--- config.mk ---
export PLATFORM = sky130hd
export DESIGN_NAME = usb_config_descriptor_walker
export DESIGN_NICKNAME = d
export VERILOG_FILES = /design/src/sv/ucdw_pkg.sv /design/src/sv/usb_config_descriptor_walker.sv
export SDC_FILE = /design/constraint.sdc
export NUM_CORES = 1
export LEC_CHECK = 0
export BUFFER_PORTS_ARGS = -buffer_cell sky130_fd_sc_hd__clkbuf_2
export CORE_ASPECT_RATIO = 1.5
export CORE_MARGIN = 10
export CORE_UTILIZATION = 40
export CTS_BUF_LIST = sky130_fd_sc_hd__clkbuf_4 sky130_fd_sc_hd__clkbuf_8
export DETAILED_ROUTE_END_ITERATION = 10
export GPL_ROUTABILITY_DRIVEN = 0
export MAX_ROUTING_LAYER = met4
export PLACE_DENSITY = 0.64
export SYNTH_ARGS = -nofsm -noshare
export SYNTH_HDL_FRONTEND = slang
export SYNTH_SLANG_ARGS = --single-unit
--- constraint.sdc ---
create_clock -name clk -period 11.3 [get_ports clk]
set_input_delay 3.39 -clock clk [delete_from_list [all_inputs] [get_ports clk]]
set_output_delay 3.39 -clock clk [all_outputs]
set_load 0.01 [all_outputs]
--- src/sv/ucdw_pkg.sv ---
// Package for the configuration-descriptor walker: codes, sizes and the result bundle type.
`timescale 1ns / 1ps
`default_nettype none

package ucdw_pkg;

	// Default sizes
	localparam int MAX_IFACES_DEF = 4;
	localparam int MAX_EPS_DEF    = 4;
	localparam int BUF_BYTES_DEF  = 256;

	// Register reset value and record storage depth
	localparam logic [8:0] TOTAL_LENGTH_RST = 9'd256;
	localparam int         REC_KEEP         = 9;

	// Descriptor type and class codes
	localparam logic [7:0] TYPE_CONFIG = 8'h02;
	localparam logic [7:0] TYPE_IFACE  = 8'h04;
	localparam logic [7:0] TYPE_EP     = 8'h05;
	localparam logic [7:0] TYPE_HID    = 8'h21;
	localparam logic [7:0] CLASS_HID   = 8'h03;

	// Minimum record lengths per type
	localparam logic [7:0] LEN_MIN_FULL = 8'd9;
	localparam logic [7:0] LEN_MIN_EP   = 8'd7;

	// Result kinds
	typedef enum logic [2:0] {
		KIND_CONFIG  = 3'd0,
		KIND_IFACE   = 3'd1,
		KIND_EP      = 3'd2,
		KIND_HID     = 3'd3,
		KIND_IGNORED = 3'd4,
		KIND_HALTED  = 3'd5,
		KIND_SUMMARY = 3'd6
	} kind_t;

	// Everything one byte produces: an optional record result and an optional summary
	typedef struct packed {
		logic        has_rec;
		kind_t       kind;
		logic [1:0]  iface_slot;
		logic [1:0]  ep_slot;
		logic [15:0] field_a;
		logic [7:0]  class_or_attr;
		logic [7:0]  sub_or_interval;
		logic [7:0]  proto;
		logic [15:0] field_b;
		logic        has_sum;
		logic [7:0]  sum_total;
		logic [15:0] sum_size;
		logic        hid_seen;
		logic [7:0]  hid_iface_num;
		logic [7:0]  hid_in_endpoint;
	} bundle_t;

endpackage

`default_nettype wire

--- src/sv/usb_config_descriptor_walker.sv ---
// Top level: byte-serial walker over a USB configuration descriptor buffer.
//
//  channel | handshake               | payload
//  --------+-------------------------+--------------------------------------------
//  in      | in_valid / in_ready     | data_byte, first, final_req
//  out     | out_valid / out_ready   | kind, slots, field_a/b, class.., hid_*, last
//  cfg     | cfg_wen (no wait)       | cfg_wdata -> total_length
//
// One byte is taken per cycle while in_ready is high, updating its record state in
// that same cycle; its results go to a two-entry result queue (registered out_valid).
// A byte that yields a record result and a summary needs two output transfers, so the
// queue drains one result per cycle while out_ready is high; in_ready drops only when full.
// Reset clears the walk state, the queue and sets total_length to 256.
// in_ready is a register output and does not depend on out_ready.
`timescale 1ns / 1ps
`default_nettype none

module usb_config_descriptor_walker
	import ucdw_pkg::*;
#(
	parameter int MAX_IFACES = MAX_IFACES_DEF,
	parameter int MAX_EPS    = MAX_EPS_DEF,
	parameter int BUF_BYTES  = BUF_BYTES_DEF
) (
	input  wire         clk,
	input  wire         arst_n,
	// configuration
	input  wire         cfg_wen,
	input  wire  [8:0]  cfg_wdata,
	// request input
	input  wire         in_valid,
	output logic        in_ready,
	input  wire  [7:0]  data_byte,
	input  wire         first,
	input  wire         final_req,
	// results
	output logic        out_valid,
	input  wire         out_ready,
	output logic [2:0]  kind,
	output logic [1:0]  iface_slot,
	output logic [1:0]  ep_slot,
	output logic [15:0] field_a,
	output logic [7:0]  class_or_attr,
	output logic [7:0]  sub_or_interval,
	output logic [7:0]  proto,
	output logic [15:0] field_b,
	output logic        hid_seen,
	output logic [7:0]  hid_iface_num,
	output logic [7:0]  hid_in_endpoint,
	output logic        last
);

	localparam int BL_W  = $clog2(BUF_BYTES + 1);
	localparam int CMP_W = (BL_W > 9) ? BL_W : 9;
	localparam int LB_W  = (BL_W > 8) ? BL_W : 8;
	localparam int IC_W  = $clog2(MAX_IFACES + 1);
	localparam int EC_W  = $clog2(MAX_EPS + 1);

	// Configuration register
	logic [8:0] total_length_q;

	always_ff @(posedge clk or negedge arst_n) begin
		if (!arst_n) begin
			total_length_q <= TOTAL_LENGTH_RST;
		end else if (cfg_wen) begin
			total_length_q <= cfg_wdata;
		end
	end

	// Walk state
	logic [BL_W-1:0] bytes_left_q;
	logic [7:0]      pos_q, len_q, type_q;
	logic [7:0]      rb_q [REC_KEEP];
	logic [IC_W-1:0] ic_q;
	logic [EC_W-1:0] ec_q;
	logic [7:0]      last_ifnum_q;
	logic            hidf_q, halted_q;
	logic [7:0]      hidif_q, hidep_q, itot_q;
	logic [15:0]     rs_q;

	logic in_acc;
	assign in_acc = in_valid && in_ready;

	// Clamp of the buffer length
	logic [CMP_W-1:0] tl_ext;
	logic [BL_W-1:0]  bl_start;
	assign tl_ext   = CMP_W'(total_length_q);
	assign bl_start = (tl_ext > CMP_W'(BUF_BYTES)) ? BL_W'(BUF_BYTES) : BL_W'(tl_ext);

	// State seen by this byte (a first byte starts from a cleared walk)
	logic [BL_W-1:0] bl_b;
	logic [7:0]      pos_b, len_b, type_b, last_ifnum_b, hidif_b, hidep_b, itot_b;
	logic [IC_W-1:0] ic_b;
	logic [EC_W-1:0] ec_b;
	logic            hidf_b, halted_b;
	logic [15:0]     rs_b;

	always_comb begin
		bl_b         = first ? bl_start : bytes_left_q;
		pos_b        = first ? 8'd0 : pos_q;
		len_b        = first ? 8'd0 : len_q;
		type_b       = first ? 8'd0 : type_q;
		ic_b         = first ? '0 : ic_q;
		ec_b         = first ? '0 : ec_q;
		last_ifnum_b = first ? 8'd0 : last_ifnum_q;
		hidf_b       = first ? 1'b0 : hidf_q;
		hidif_b      = first ? 8'd0 : hidif_q;
		hidep_b      = first ? 8'd0 : hidep_q;
		rs_b         = first ? 16'd0 : rs_q;
		itot_b       = first ? 8'd0 : itot_q;
		halted_b     = first ? 1'b0 : halted_q;
	end

	// Record bytes as decode sees them: the current byte bypasses the store
	logic [7:0] r [REC_KEEP];
	logic [7:0] typ_eff;

	always_comb begin
		for (int i = 0; i < REC_KEEP; i++) begin
			r[i] = (pos_b == 8'(i)) ? data_byte : rb_q[i];
		end
		typ_eff = (pos_b == 8'd1) ? data_byte : type_b;
	end

	// Slot numbers on the fixed-width ports
	logic [IC_W+1:0] ic_ext, owner_ext;
	logic [EC_W+1:0] ec_ext;
	assign ic_ext    = {2'b00, ic_b};
	assign owner_ext = {2'b00, ic_b - IC_W'(1)};
	assign ec_ext    = {2'b00, ec_b};

	// Next walk state and this byte's record result
	logic [BL_W-1:0] bl_n;
	logic [7:0]      pos_n, len_n, type_n, last_ifnum_n, hidif_n, hidep_n, itot_n;
	logic [IC_W-1:0] ic_n;
	logic [EC_W-1:0] ec_n;
	logic            hidf_n, halted_n, rb_we;
	logic [15:0]     rs_n;
	logic [7:0]      pos_inc;
	logic            active;
	bundle_t         bnd;

	assign active = !halted_b && (bl_b != '0);

	always_comb begin
		bl_n = bl_b; pos_n = pos_b; len_n = len_b; type_n = type_b;
		ic_n = ic_b; ec_n = ec_b; last_ifnum_n = last_ifnum_b;
		hidf_n = hidf_b; hidif_n = hidif_b; hidep_n = hidep_b;
		rs_n = rs_b; itot_n = itot_b; halted_n = halted_b;
		rb_we   = 1'b0;
		pos_inc = pos_b + 8'd1;
		bnd     = '0;
		bnd.kind = KIND_IGNORED;

		if (active) begin
			if (pos_b == 8'd0) begin
				// length byte
				if (data_byte == 8'd0 || LB_W'(data_byte) > LB_W'(bl_b)) begin
					halted_n     = 1'b1;
					bnd.has_rec  = 1'b1;
					bnd.kind     = KIND_HALTED;
				end else begin
					len_n = data_byte;
					rb_we = 1'b1;
					bl_n  = bl_b - BL_W'(1);
					if (data_byte == 8'd1) begin
						bnd.has_rec = 1'b1;
					end else begin
						pos_n = 8'd1;
					end
				end
			end else begin
				// body byte
				rb_we = (pos_b < 8'(REC_KEEP));
				if (pos_b == 8'd1) begin
					type_n = data_byte;
				end
				bl_n  = bl_b - BL_W'(1);
				pos_n = pos_inc;
				if (pos_inc >= len_b) begin
					pos_n       = 8'd0;
					bnd.has_rec = 1'b1;
					// decode of the finished record
					if (typ_eff == TYPE_CONFIG && len_b >= LEN_MIN_FULL) begin
						itot_n      = r[4];
						bnd.kind    = KIND_CONFIG;
						bnd.field_a = {8'd0, r[4]};
					end else if (typ_eff == TYPE_IFACE && len_b >= LEN_MIN_FULL &&
					             ic_b < IC_W'(MAX_IFACES)) begin
						last_ifnum_n = r[2];
						if (r[5] == CLASS_HID) begin
							hidf_n  = 1'b1;
							hidif_n = r[2];
						end
						ic_n                = ic_b + IC_W'(1);
						ec_n                = '0;
						bnd.kind            = KIND_IFACE;
						bnd.iface_slot      = ic_ext[1:0];
						bnd.field_a         = {8'd0, r[2]};
						bnd.class_or_attr   = r[5];
						bnd.sub_or_interval = r[6];
						bnd.proto           = r[7];
						bnd.field_b         = {8'd0, r[4]};
					end else if (typ_eff == TYPE_EP && len_b >= LEN_MIN_EP &&
					             ic_b != '0 && ec_b < EC_W'(MAX_EPS)) begin
						// HID interrupt IN endpoint of the HID interface
						if (hidf_b && last_ifnum_b == hidif_b && r[2][7] &&
						    r[3][1:0] == 2'b11) begin
							hidep_n = r[2];
						end
						ec_n                = ec_b + EC_W'(1);
						bnd.kind            = KIND_EP;
						bnd.iface_slot      = owner_ext[1:0];
						bnd.ep_slot         = ec_ext[1:0];
						bnd.field_a         = {8'd0, r[2]};
						bnd.class_or_attr   = r[3];
						bnd.sub_or_interval = r[6];
						bnd.field_b         = {r[5], r[4]};
					end else if (typ_eff == TYPE_HID && len_b >= LEN_MIN_FULL && hidf_b) begin
						rs_n        = {r[8], r[7]};
						bnd.kind    = KIND_HID;
						bnd.field_a = {r[8], r[7]};
					end
				end
			end
		end

		bnd.has_sum         = final_req;
		bnd.sum_total       = itot_n;
		bnd.sum_size        = rs_n;
		bnd.hid_seen        = hidf_n;
		bnd.hid_iface_num   = hidif_n;
		bnd.hid_in_endpoint = hidep_n;
	end

	// Walk state registers
	always_ff @(posedge clk or negedge arst_n) begin
		if (!arst_n) begin
			bytes_left_q <= '0;
			pos_q        <= '0;
			len_q        <= '0;
			type_q       <= '0;
			ic_q         <= '0;
			ec_q         <= '0;
			last_ifnum_q <= '0;
			hidf_q       <= 1'b0;
			hidif_q      <= '0;
			hidep_q      <= '0;
			rs_q         <= '0;
			itot_q       <= '0;
			halted_q     <= 1'b0;
		end else if (in_acc) begin
			bytes_left_q <= bl_n;
			pos_q        <= pos_n;
			len_q        <= len_n;
			type_q       <= type_n;
			ic_q         <= ic_n;
			ec_q         <= ec_n;
			last_ifnum_q <= last_ifnum_n;
			hidf_q       <= hidf_n;
			hidif_q      <= hidif_n;
			hidep_q      <= hidep_n;
			rs_q         <= rs_n;
			itot_q       <= itot_n;
			halted_q     <= halted_n;
		end
	end

	// Record byte store (payload, no reset)
	always_ff @(posedge clk) begin
		for (int i = 0; i < REC_KEEP; i++) begin
			if (in_acc && rb_we && pos_b == 8'(i)) begin
				rb_q[i] <= data_byte;
			end
		end
	end

	// Two-entry result queue; each entry holds up to two results
	bundle_t    fifo_q [2];
	logic       wr_ptr_q, rd_ptr_q, phase_q;
	logic [1:0] count_q;
	bundle_t    hd;
	logic       push, pop, out_acc, show_sum;

	assign hd       = fifo_q[rd_ptr_q];
	assign push     = in_acc && (bnd.has_rec || bnd.has_sum);
	assign show_sum = !hd.has_rec || phase_q;
	assign out_acc  = out_valid && out_ready;
	assign pop      = out_acc && last;

	always_ff @(posedge clk) begin
		if (push) begin
			fifo_q[wr_ptr_q] <= bnd;
		end
	end

	always_ff @(posedge clk or negedge arst_n) begin
		if (!arst_n) begin
			wr_ptr_q  <= 1'b0;
			rd_ptr_q  <= 1'b0;
			phase_q   <= 1'b0;
			count_q   <= 2'd0;
			in_ready  <= 1'b1;
			out_valid <= 1'b0;
		end else begin
			if (push) begin
				wr_ptr_q <= !wr_ptr_q;
			end
			if (pop) begin
				rd_ptr_q <= !rd_ptr_q;
			end
			if (out_acc) begin
				phase_q <= !pop;
			end
			count_q   <= count_q + {1'b0, push} - {1'b0, pop};
			in_ready  <= (count_q + {1'b0, push} - {1'b0, pop}) != 2'd2;
			out_valid <= (count_q + {1'b0, push} - {1'b0, pop}) != 2'd0;
		end
	end

	// Output selection
	always_comb begin
		kind            = show_sum ? KIND_SUMMARY : hd.kind;
		iface_slot      = show_sum ? 2'd0 : hd.iface_slot;
		ep_slot         = show_sum ? 2'd0 : hd.ep_slot;
		field_a         = show_sum ? {8'd0, hd.sum_total} : hd.field_a;
		class_or_attr   = show_sum ? 8'd0 : hd.class_or_attr;
		sub_or_interval = show_sum ? 8'd0 : hd.sub_or_interval;
		proto           = show_sum ? 8'd0 : hd.proto;
		field_b         = show_sum ? hd.sum_size : hd.field_b;
		hid_seen        = hd.hid_seen;
		hid_iface_num   = hd.hid_iface_num;
		hid_in_endpoint = hd.hid_in_endpoint;
		last            = show_sum || !hd.has_sum;
	end

	// Checks
	a_count_max: assert property (@(posedge clk) disable iff (!arst_n)
		count_q != 2'd3)
		else $error("result queue count out of range");

	a_sum_last: assert property (@(posedge clk) disable iff (!arst_n)
		out_valid && kind == KIND_SUMMARY |-> last)
		else $error("summary result not marked last");

	a_second_follows: assert property (@(posedge clk) disable iff (!arst_n)
		out_valid && out_ready && !last |=> out_valid && kind == KIND_SUMMARY)
		else $error("second result of a request missing");

	a_halt_pos: assert property (@(posedge clk) disable iff (!arst_n)
		halted_q |-> pos_q == 8'd0)
		else $error("walk halted inside a record");

	a_pos_len: assert property (@(posedge clk) disable iff (!arst_n)
		pos_q != 8'd0 |-> pos_q < len_q)
		else $error("record position past record length");

endmodule

`default_nettype wire
# Word-level counts from Yosys, hierarchy flattened
# Memory sizes are Yosys's and may differ from the RTL's.
# Cells that the tools add are included.
[totals]
reg_bits = 105
elab_cells = 265
ram_bits = 284
latchBits = 0
romBits = 0
memories = 2
[classes]
bitwise_logic = 0
div = 0
n_shift = 0
n_lt_le_gt_ge = 8
n_eq_ne = 17
reduce_logical = 49
n_mul = 0
mux = 162
addsub = 7
[memory_table]
columns = ["name", "words", "word_bits", "read_ports", "rd_ports_with_merged_regs", "write_ports", "line", "text"]
rows = [
  ["fifo_q", 2, 106, 1, 0, 1, "usb_config_descriptor_walker.sv:279", "bundle_t fifo_q [2];"],
  ["rb_q", 9, 8, 7, 0, 1, "usb_config_descriptor_walker.sv:73", "logic [7:0] rb_q [REC_KEEP];"],
]
[ops]
columns = ["op", "count"]
rows = [
  ["8-bit two-way mux", 59],
  ["16-bit two-way mux", 16],
  ["64-bit two-way mux", 2],
  ["8-bit OR reduction", 8],
  ["60-bit two-way mux", 1],
  ["3-bit two-way mux", 17],
  ["8-bit by 3-bit == test with 1-bit output, second input constant", 6],
  ["1-bit two-way mux", 45],
  ["9-bit two-way mux", 5],
  ["4-bit two-way mux", 11],
  ["40-bit two-way mux", 1],
  ["8-bit by 2-bit == test with 1-bit output, second input constant", 4],
  ["32-bit two-way mux", 1],
  ["1-bit logical AND", 26],
  ["8-bit by 1-bit == test with 1-bit output, second input constant", 2],
  ["8-bit logical NOT", 2],
  ["8-bit by 9-bit greater-than comparator with 1-bit output", 1],
  ["9-bit greater-than comparator, second input constant", 1],
  ["9-bit nonzero test", 1],
  ["9-bit by 1-bit subtractor with 9-bit output, second input constant", 1],
  ["8-bit by 1-bit adder with 8-bit output, second input constant", 1],
  ["8-bit by 4-bit == test with 1-bit output, second input constant", 1],
  ["8-bit by 6-bit == test with 1-bit output, second input constant", 1],
  ["8-bit == test", 1],
  ["17 further kinds", 29],
]

# Longest topological paths before layout
[depth]
depth_word = 21
mapped_depth = 24
mapped_depth_nobuf = 20

# Least setup slack after synthesis
# No wires, ideal clock.
[synth_path]
path_kind = "in2reg"
from = "in first"
to = "mem fifo_q[0][0] in the netlist's numbering (enable)"
required_time_ns = 10.728
setup_ns = 0.572
t_arrival_ns = 11.134
path_stages = 19
path_slack_ns = -0.406
cell_sequence = "inv_2 clkbuf_1 clkbuf_1 buf_1 nand2_1 inv_1 ha_1 clkbuf_1 nand3_1 or3_1 a21oi_1 ha_1 nand4_1 and3_1 o21ai_0 a21oi_1 a211oi_1 o21ai_0 nor2_1"
[synth_lines]
columns = ["item", "line", "text"]
rows = [
  ["start, declared", "usb_config_descriptor_walker.sv:34", "input wire first,"],
  ["end, declared", "usb_config_descriptor_walker.sv:279", ""],
]

==> results.json <==
{
  "avgSynthCellArea_um2": 12.93,
  "cts_setup_buffers": 0,
  "worstSetupPathType": "input pin to register",
  "via_count": 11190,
  "start_util_pct": 40.32,
  "mostFrequentLayoutCells": "268 x edfxtp_1, 127 x nor2_1, 108 x nand2_1",
  "holdBufCountCts": 0,
  "row_count": 92,
  "rsz0062_at_grt": "no",
  "fill_cells": 3850,
  "regToRegStartpoint": "pos_q[0]",
  "routed.top_layer": "met4",
  "ys_seq_elements": 373,
  "critPathSlowestCell": "nor2_4",
  "crit_buf_inv": 3,
  "grt_max_degree": 77,
  "synth_ff_type": "edfxtp_1",
  "overflow": 0,
  "drv_cap": 0,
  "cts_tree": "done",
  "cp.required_ns": 11.58,
  "reg2reg_to": "fifo_q[1][12]",
  "max-vdd-ir-drop_v": 0.00009574,
  "dp_hpwl_um": 29300,
  "clock.fmax_ghz": 0.1204,
  "power_density_nw_per_um2": 212.1,
  "dr.first_iter.drc_count": 851,
  "tightest_slew_ns": 1.210,
  "crit_family": "simple AND/OR/NAND/NOR gates",
  "die_area_um2": 51030,
  "reg2reg_depth": 14,
  "cp-start-kind": "input pin",
  "routed_wl_um": 42250,
  "hold_end": "hidf_q",
  "syn_nets": 1358,
  "finalClockSkew_ns": 0.02958,
  "areaGrowthSynthToFinish_pct": 14.30,
  "yosysWarnings": 0,
  "wl_met1_um": 16120,
  "slew_headroom_pct": 19.11,
  "reg2reg_setup_slack_ns": 6.09,
  "worstPathMaxFanout": 29,
  "fin_crit_sh_pct": 73.48,
  "leakagePower_nw": 7.662,
  "hold_viol": 0,
  "viasPerCell": 5.492,
  "synthTopCellsByArea": "edfxtp_1 48%, dfrtp_1 15%, mux2i_1 4.6%",
  "antenna_left": 0,
  "drive_gt1_share_pct": 21.67,
  "core_um2": 41900,
  "synth_area_um2": 16900,
  "top_level_ports": 107,
  "layout_commonest_cell": "edfxtp_1",
  "cts.repair.resized": 0,
  "die_h_um": 271.7,
  "syn_inst": 1307,
  "final_cells": 2037,
  "min_from": "hidf_q",
  "setup_viol": 0,
  "grt_pass1_vias": 11530,
  "placed_area_um2": 18130,
  "htree_levels": 2,
  "cts_sinks": 373,
  "total_power_mw": 4.095,
  "wl_per_cell_um": 20.74,
  "async_reset_ff_share_pct": 28.15,
  "hold_ws_ns": 0.4775,
  "synth_edf_count": 268,
  "route.met3.wl_um": 2050,
  "io_buffers": 106,
  "crit_arrival_ns": 8.59,
  "synth.distinct_cells": 75,
  "die_w_um": 187.8,
  "insertion_delay_ns": 0.62,
  "antenna_found_initial": 1,
  "yosysTopAreaCell": "edfxtp_1",
  "stdcell_area_um2": 19310,
  "min_path_cells": 2,
  "layout.nets": 1477,
  "min_period_ns": 8.303,
  "grt_pass1_wl_um": 66140,
  "cts_max_path_buffers": 3,
  "hp-class": "register to register",
  "end_kind": "register",
  "ys_seq_area_share_pct": 63.20,
  "drc": 0,
  "grt_use_total_pct": 16.78,
  "clkTransAtPathRegs_ns": 0.06,
  "crit_start": "first",
  "placed_cells": 1933,
  "path_cells": "clkbuf_2 -> buf_4 -> nor2b_1 -> ha_1 -> nand3_1 -> or3_1 -> a21oi_1 -> ha_1 -> nand4_1 -> and3_1 -> o21ai_0 -> a21oi_1 -> a211oi_1 -> o21ai_0 -> nor2_4 -> buf_4",
  "drt_first_pass_iters": 5,
  "cts-root-buf": "clkbuf_8",
  "status": "finished, final reports clean",
  "drv_slew": 0,
  "numCtsBuffers": 55,
  "critPathMaxStageDelay_ns": 0.82,
  "synth_top_area_share_pct": 47.63,
  "met2_length_um": 22250
}
==> state kept, by name, indices dropped and copies added (netlist names), 8 cells and up <==
name and count:
last_ifnum_q 8, type_q 8, hidep_q 8, rb_q 56
bytes_left_q 9, fifo_q 212, tl_ext 9, len_q 8
rs_q 16, pos_q 8, itot_q 8, hidif_q 8
==> metal layers <==
metal	GRT usage (%)	vias up
li1	-	5172
met1	18.43	5543
met2	29.30	364
met3	2.477	108
met4	8.126	0
met5	-	-
==> through the flow <==
step                      setup slack, ns  TNS (ns)  utilization, %
after floorplan                   -0.4064    -86.17               -
after global placement              2.549         0           43.27
after detailed placement            2.414         0           43.27
after CTS                           3.062         0           46.09
after global routing                2.654         0           46.09
final                               2.997         0           46.09
==> where the power goes <==
part	switching, mW	leakage (nW)	internal [mW]	total, mW
clock network	0.508	0.636	0.624	1.13
logic	0.705	3.12	0.465	1.17
registers	0.102	3.91	1.69	1.79
==> worst min-delay path: stages (launching register included) <==
cell and delay, ns:
dfrtp_1 0.34, nand2_1 0.05, nand2_1 0.06
==> how the worst max path moves through the flow <==
stage | end | slack [ns] | depth (start not counted)
finish | fifo_q[1][12] | 3.00 | 16
global route | fifo_q[1][9] | 2.65 | 15
CTS | fifo_q[1][10] | 3.06 | 16
detailed placement | fifo_q[1][14] | 2.41 | 16
global placement | fifo_q[1][10] | 2.55 | 16
floorplan | fifo_q[0][0] | -0.41 | 19
==> cell families after synthesis <==
group	after synthesis	synth area share (%)
AO/OA/AOI/OAI	260	10.65
multiplexers	135	10.02
flip-flops	373	63.20
AND/OR/NAND/NOR	387	10.60
adder cells (fa/ha/maj)	27	1.999
buffers and inverters	102	2.347
XOR/XNOR	23	1.192
==> area by class of cell <==
| cell class | instances | area, µm² | share of cell area (%) |
|---|---|---|---|
| Clock buffer | 87 | 1066 | 5.520 |
| Tap cell | 564 | 705.7 | 3.654 |
| Sequential cell | 373 | 10680 | 55.31 |
| Clock inverter | 16 | 112.6 | 0.5831 |
| Timing Repair Buffer | 136 | 783.3 | 4.056 |
| Multi-Input combinational cell | 832 | 5856 | 30.32 |
| Inverter | 28 | 105.1 | 0.5442 |
| Antenna cell | 1 | 2.502 | 0.01296 |
==> synthesized netlist by cell type (6+ instances only) <==
cell,count
a22o_1,25
o2bb2ai_1,19
mux4_2,24
o22ai_1,9
o21ai_1,9
o21a_1,8
a211oi_1,12
o21ai_0,80
xnor2_1,14
dfrtp_1,103
a21o_1,14
buf_1,13
ha_1,27
nand3_1,62
nand2b_1,9
mux2i_1,78
buf_2,8
and3_1,7
nor2b_1,7
nand4_1,12
nor3_1,18
xor2_1,9
o211ai_1,6
nand2_1,108
a221oi_1,8
a21oi_1,29
mux2_2,33
clkbuf_1,52
inv_1,26
nor4_1,10
edfxtp_1,268
nor2_1,129
Power figures use the tool's default switching activity.
